**config.mk**
```make
export PLATFORM = sky130hd
export DESIGN_NAME = bpps_ctrl
export DESIGN_NICKNAME = d
export VERILOG_FILES = /design/src/assert_macros.svh /design/src/bpps_pkg.sv /design/src/bpps_ctrl.sv
export SDC_FILE = /design/constraint.sdc
export NUM_CORES = 1
export LEC_CHECK = 0
export BUFFER_PORTS_ARGS = -buffer_cell sky130_fd_sc_hd__buf_2
export CAP_MARGIN = 10
export CORE_AREA = 3 3 40 42
export DETAILED_ROUTE_END_ITERATION = 12
export DIE_AREA = 0 0 43 45
export PLACE_DENSITY = 0.4
export RECOVER_POWER = 25
export SYNTH_ARGS = -nofsm -noshare
export SYNTH_HDL_FRONTEND = slang
export SYNTH_SLANG_ARGS = --single-unit
```
**constraint.sdc**
```tcl
create_clock -name i_clk -period 1.53 [get_ports i_clk]
set_input_delay 0.153 -clock i_clk [delete_from_list [all_inputs] [get_ports i_clk]]
set_output_delay 0.153 -clock i_clk [all_outputs]
set_load 0.03 [all_outputs]
```
**src/assert_macros.svh**
```systemverilog
// Assertion helpers shared by the RTL.
`ifndef ASSERT_MACROS_SVH
`define ASSERT_MACROS_SVH

// Same-cycle implication, off while reset is held.
`define ASSERT_IMPL(label, clk, rst_n, a, b) \
    label: assert property (@(posedge clk) disable iff (!(rst_n)) (a) |-> (b)) \
        else $error("assertion failed");

// Next-cycle implication, off while reset is held.
`define ASSERT_NEXT(label, clk, rst_n, a, b) \
    label: assert property (@(posedge clk) disable iff (!(rst_n)) (a) |=> (b)) \
        else $error("assertion failed");

`endif

```
**src/bpps_pkg.sv**
```systemverilog
`default_nettype none
package bpps_pkg;

    localparam int MAX_ROWS    = 64;
    localparam int MAX_COLUMNS = 128;
    localparam int PAGE_COUNT  = (MAX_ROWS + 7) / 8;
    localparam int STORE_DEPTH = PAGE_COUNT * MAX_COLUMNS;
    localparam int PAGE_W      = $clog2(PAGE_COUNT);
    localparam int COL_W       = $clog2(MAX_COLUMNS);
    localparam int ADDR_W      = $clog2(STORE_DEPTH);

    localparam int CMD_BYTES = 3;

    // Field widths
    localparam int MODE_W  = 2;
    localparam int ROW_W   = 6;
    localparam int PCOL_W  = 7;
    localparam int ROWS_W  = 7;
    localparam int COLS_W  = 8;
    localparam int BYTE_W  = 8;
    localparam int CFGI_W  = 2;
    localparam int CFGD_W  = 8;

    // Item modes
    localparam logic [MODE_W-1:0] MODE_WRITE = 2'd0;
    localparam logic [MODE_W-1:0] MODE_START = 2'd1;
    localparam logic [MODE_W-1:0] MODE_TICK  = 2'd2;

    // Register indexes
    localparam logic [CFGI_W-1:0] CFG_ROWS   = 2'd0;
    localparam logic [CFGI_W-1:0] CFG_COLS   = 2'd1;
    localparam logic [CFGI_W-1:0] CFG_INVERT = 2'd2;

    // Register reset values
    localparam logic [ROWS_W-1:0] ROWS_RESET = 7'd60;
    localparam logic [COLS_W-1:0] COLS_RESET = 8'd80;

    // Display commands
    localparam logic [7:0] CMD_PAGE_BASE = 8'hB0;
    localparam logic [7:0] CMD_COL_HIGH  = 8'h10;
    localparam logic [7:0] CMD_COL_LOW   = 8'h00;

    typedef enum logic [1:0] {
        S_CLEAR,
        S_IDLE,
        S_READ,
        S_FINISH
    } t_state;

    typedef struct packed {
        logic clear;     // clearing pass, write zero at sweep address
        logic capture;   // latch the incoming word
        logic mem_read;  // read the store for the latched word
        logic finish;    // apply the word, load the output register
    } t_cmd;

    typedef struct packed {
        logic clear_last; // sweep is at the last entry
        logic out_free;   // output register can take a result
    } t_sts;

endpackage
`default_nettype wire

```
**src/bpps_ctrl.sv**
```systemverilog
`default_nettype none
module bpps_ctrl
    import bpps_pkg::*;
(
    input  wire logic i_clk,
    input  wire logic i_rst_n,
    input  wire logic i_in_valid,
    output logic      o_in_ready,
    input  wire t_sts i_sts,
    output t_cmd      o_cmd
);

    t_state r_state;
    t_state n_state;

    always_ff @(posedge i_clk) begin
        if (!i_rst_n) begin
            r_state <= S_CLEAR;
        end else begin
            r_state <= n_state;
        end
    end

    always_comb begin
        n_state = r_state;
        unique case (r_state)
            S_CLEAR: begin
                if (i_sts.clear_last) n_state = S_IDLE;
            end
            S_IDLE: begin
                if (i_in_valid) n_state = S_READ;
            end
            S_READ: begin
                n_state = S_FINISH;
            end
            S_FINISH: begin
                if (i_sts.out_free) n_state = S_IDLE;
            end
            default: begin
                n_state = S_CLEAR;
            end
        endcase
    end

    always_comb begin
        o_cmd      = '0;
        o_in_ready = 1'b0;
        unique case (r_state)
            S_CLEAR: begin
                o_cmd.clear = 1'b1;
            end
            S_IDLE: begin
                o_in_ready  = 1'b1;
                o_cmd.capture = i_in_valid;
            end
            S_READ: begin
                o_cmd.mem_read = 1'b1;
            end
            S_FINISH: begin
                o_cmd.finish = i_sts.out_free;
            end
            default: begin
                o_cmd = '0;
            end
        endcase
    end

endmodule
`default_nettype wire

```
[Word level (Yosys, flattened, before mapping)]
Cells that the tools add are included.
Storage, ports and cells
  input port bits: 5
  register bits after elaboration: 2
  output and inout port bits: 5
  word-level logic and storage cells: 18
Operators by class
  eq/ne operators: 6
  reduce and logical (&&, ||, !) cells: 2
  multiplexer cells: 9
Operators by type and width (count)
  2-bit one-hot mux with 4 select lines: 1
  2-bit 2-to-1 mux: 3
  2-bit != test (second input constant): 3
  1-bit 2-to-1 mux: 5
  2-bit equality test (second input constant): 2
  3-bit AND reduction: 1
  2-bit by 1-bit equality test with 1-bit output (second input constant): 1
  2-bit zero test: 1

[Longest topological paths before layout]
  depth after elaboration: 3
  mapped depth: 4
  depth with buffers taken out: 4

[Worst setup path after synthesis]
OpenSTA, ideal clock, no wires.
  path kind: flip-flop to flip-flop
  start: register r_state[0]
  end: register r_state[0]
  clock period less this slack: 1.522 ns
  setup slack: 0.008 ns
  buffers on the path: 0
  arrival: 1.450 ns
  library setup time: 0.072 ns
  stages on the path, launching flop included: 5
  cells stage by stage: dfxtp_1 inv_1 ha_1 a222oi_1 mux2i_1
On the way
  longest elaborated chain between the ends: 3
  elaborated cells between the ends (all ways): 9
  classes of those cells: eq/ne (6); mux (1); reduce/logical (2)
RTL lines
  start, declared: line bpps_ctrl.sv:13  | t_state r_state;
  start signal, assigned: line bpps_ctrl.sv:20  | r_state <= n_state;
  2-bit equality test, or another cell as far along: line bpps_ctrl.sv:26  | unique case (r_state)
  2-bit != test (no line)
  3-bit AND reduction (no line)
Parallel ways exist; a longest one is shown, timed or not.
A chain may end at the register's enable or synchronous reset.

[Worst setup path after layout]
Same ends and word-level chain as after synthesis.

==> flow_summary.toml <==
[floorplan]
die_y_um = 45
die_w_um = 43
start_util_pct = 14.3
coreArea_um2 = 1280
pin_count = 10
rows = 13
die_area_um2 = 1940

[global_routing]
grt_use_met3_pct = 3.59
antenna_found_initial = 0
gr-total-overflow = 0
grt_pass1_vias = 167
grt_pass1_wl_um = 676
grt_usage_pct = 5.07
use_met2_pct = 6.29
grt_max_degree = 5
busiest_layer = "met2"
grt_util_met1_pct = 6.00

[power_and_ir_drop]
leakage_uw = 0.000163
powerDensity_nw_per_um2 = 1680
max-vdd-ir-drop_mv = 0.538
totalPowerFinal_uw = 491

[setup_path]
end_kind = "flip-flop"
critical_path_class = "flip-flop to flip-flop"
crit_path_start_kind = "flip-flop"
worstPathRequired_ns = 1.68
path_max_fanout = 3
cp_data_arrival_time_ns = 1.53

[sta]
post-route-period-util_pct = 90.3
finalHoldViolCount = 0
maxSlewHeadroom_pct = 75.8
totalNegativeSetupSlack_ns = 0
skew_ns = 0.00233
drv_slew = 0
fmaxAchievable_mhz = 724
tightestPinTransition_ns = 0.365
setup_viol = 0
finalCriticalPeriod_ns = 1.38
rsz0062_at_grt = "no"

[yosys]
synth.cell_area_um2 = 184
synth_nets = 31
ys_types = 10
netlist_instances = 21
syn_area_per_cell_um2 = 8.76
synth_warnings = 0
ys_ff_latch = 2
ys_seq_area_share_pct = 21.8

[cells_and_area]
multi_input_area_um2 = 124
post_route_cells_drive_above_1_share_pct = 44.4
diodes = 0
fill_cells = 140
final_cell_mix = "buf_2, ha_1, inv_1"
regArea_um2 = 40.0
largest_register = "r_state"
largest_register_ffs = 2
largest_registers = "r_state (2)"
final_nets = 48
final_common_cell = "buf_2"
syn_to_final_growth_pct = 58.5

[clocking]
tritoncts = "built"
cts_max_level = 1
cts_root_buffer = "clkbuf_4"
clock_latency_ns = 0.22
cts.clk_slew.worst_paths_ns = 0.03
cts_made_buffers = 3
cts_sinks = 2
cts_resized = 0
hold_buffers = 0
cts_setup_buffers = 0
clk_path_buf_depth = 2

[detailed_routing]
num_vias = 178
drtAntennaViolNets = 0
drc_errors = 0
vias_per_cell = 3.49
drt_iter0_drc = 5
wl_per_cell_um = 7.55
firstDrtPassIters = 4
wirelength_um = 385

[place]
gp_congestion = 0.649
dpl.hpwl_um = 328
io_buffers = 9

[min_path]
hp-class = "input port to flip-flop"

[run]
cap_violations = 0

[status]
status = "complete, no violations"
-- worst paths after layout --
kind	start	to	slack (ns)	depth (start not counted)
min reg2reg	r_state[1]$_SDFFE_PN0P_	r_state[1]$_SDFFE_PN0P_	0.59	3
max reg2reg	r_state[0]$_SDFFE_PN0P_	r_state[0]$_SDFFE_PN0P_	0.15	5
max	r_state[0]$_SDFFE_PN0P_	r_state[0]$_SDFFE_PN0P_	0.15	5
min	i_rst_n	r_state[1]$_SDFFE_PN0P_	0.22	3
-- routing by layer --
metal	share of wire (%)	wire (um)
met5	0	0
met4	0	0
met3	12	47
met2	32	123
met1	56	214
-- metrics by stage --
| stage | instances | hold slack (ns) | setup WS (ns) | utilization (%) | instance area, um^2 |
|---|---|---|---|---|---|
| floorplan | 21 | 0.299 | 0.00833 | - | 184 |
| global placement | 48 | 0.450 | 0.171 | 21.0 | 270 |
| detailed placement | 48 | 0.449 | 0.150 | 21.0 | 270 |
| CTS | 51 | 0.212 | 0.132 | 22.8 | 293 |
| global route | 51 | 0.238 | 0.0437 | 22.7 | 292 |
| finish | 51 | 0.219 | 0.149 | 22.7 | 292 |
-- synthesized netlist by cell type --
cell type / n / area, um^2
clkinvlp_2: 1 / 5.00
and2_2: 1 / 7.51
inv_1: 4 / 15.0
a222oi_1: 1 / 10.0
nand2b_1: 1 / 6.26
dfxtp_1: 2 / 40.0
mux2i_1: 2 / 20.0
nand2_1: 3 / 11.3
ha_1: 5 / 62.6
and2_1: 1 / 6.26
-- kinds of logic after synthesis --
group,after synthesis,synth area share (%)
AOI/OAI and AO/OA,1,5.44
adders and majority gates,5,34.0
buffers and inverters,5,10.9
DFF,2,21.8
muxes,2,10.9
and+or+nand+nor,6,17.0
-- critical path: stages (launching register included) --
cell	delay (ns)
dfxtp_1	0.35
inv_1	0.07
ha_1	0.21
a222oi_1	0.32
buf_4	0.18
mux2i_1	0.18
-- power breakdown --
part           total, uW  switching (uW)  internal, uW  leakage, uW
Clock                114            27.7          86.3    0.0000138
Combinational        294             173           121     0.000133
Sequential          82.6            11.8          70.8    0.0000166
-- final cells by class --
class                           instances  area share (%)
Inverter                                5            6.87
Tap cell                               15            6.44
Clock buffer                            3            7.73
Sequential cell                         2            13.7
Multi-Input combinational cell         14            42.5
Timing Repair Buffer                   12            22.7
(Power assumes the default switching activity.)
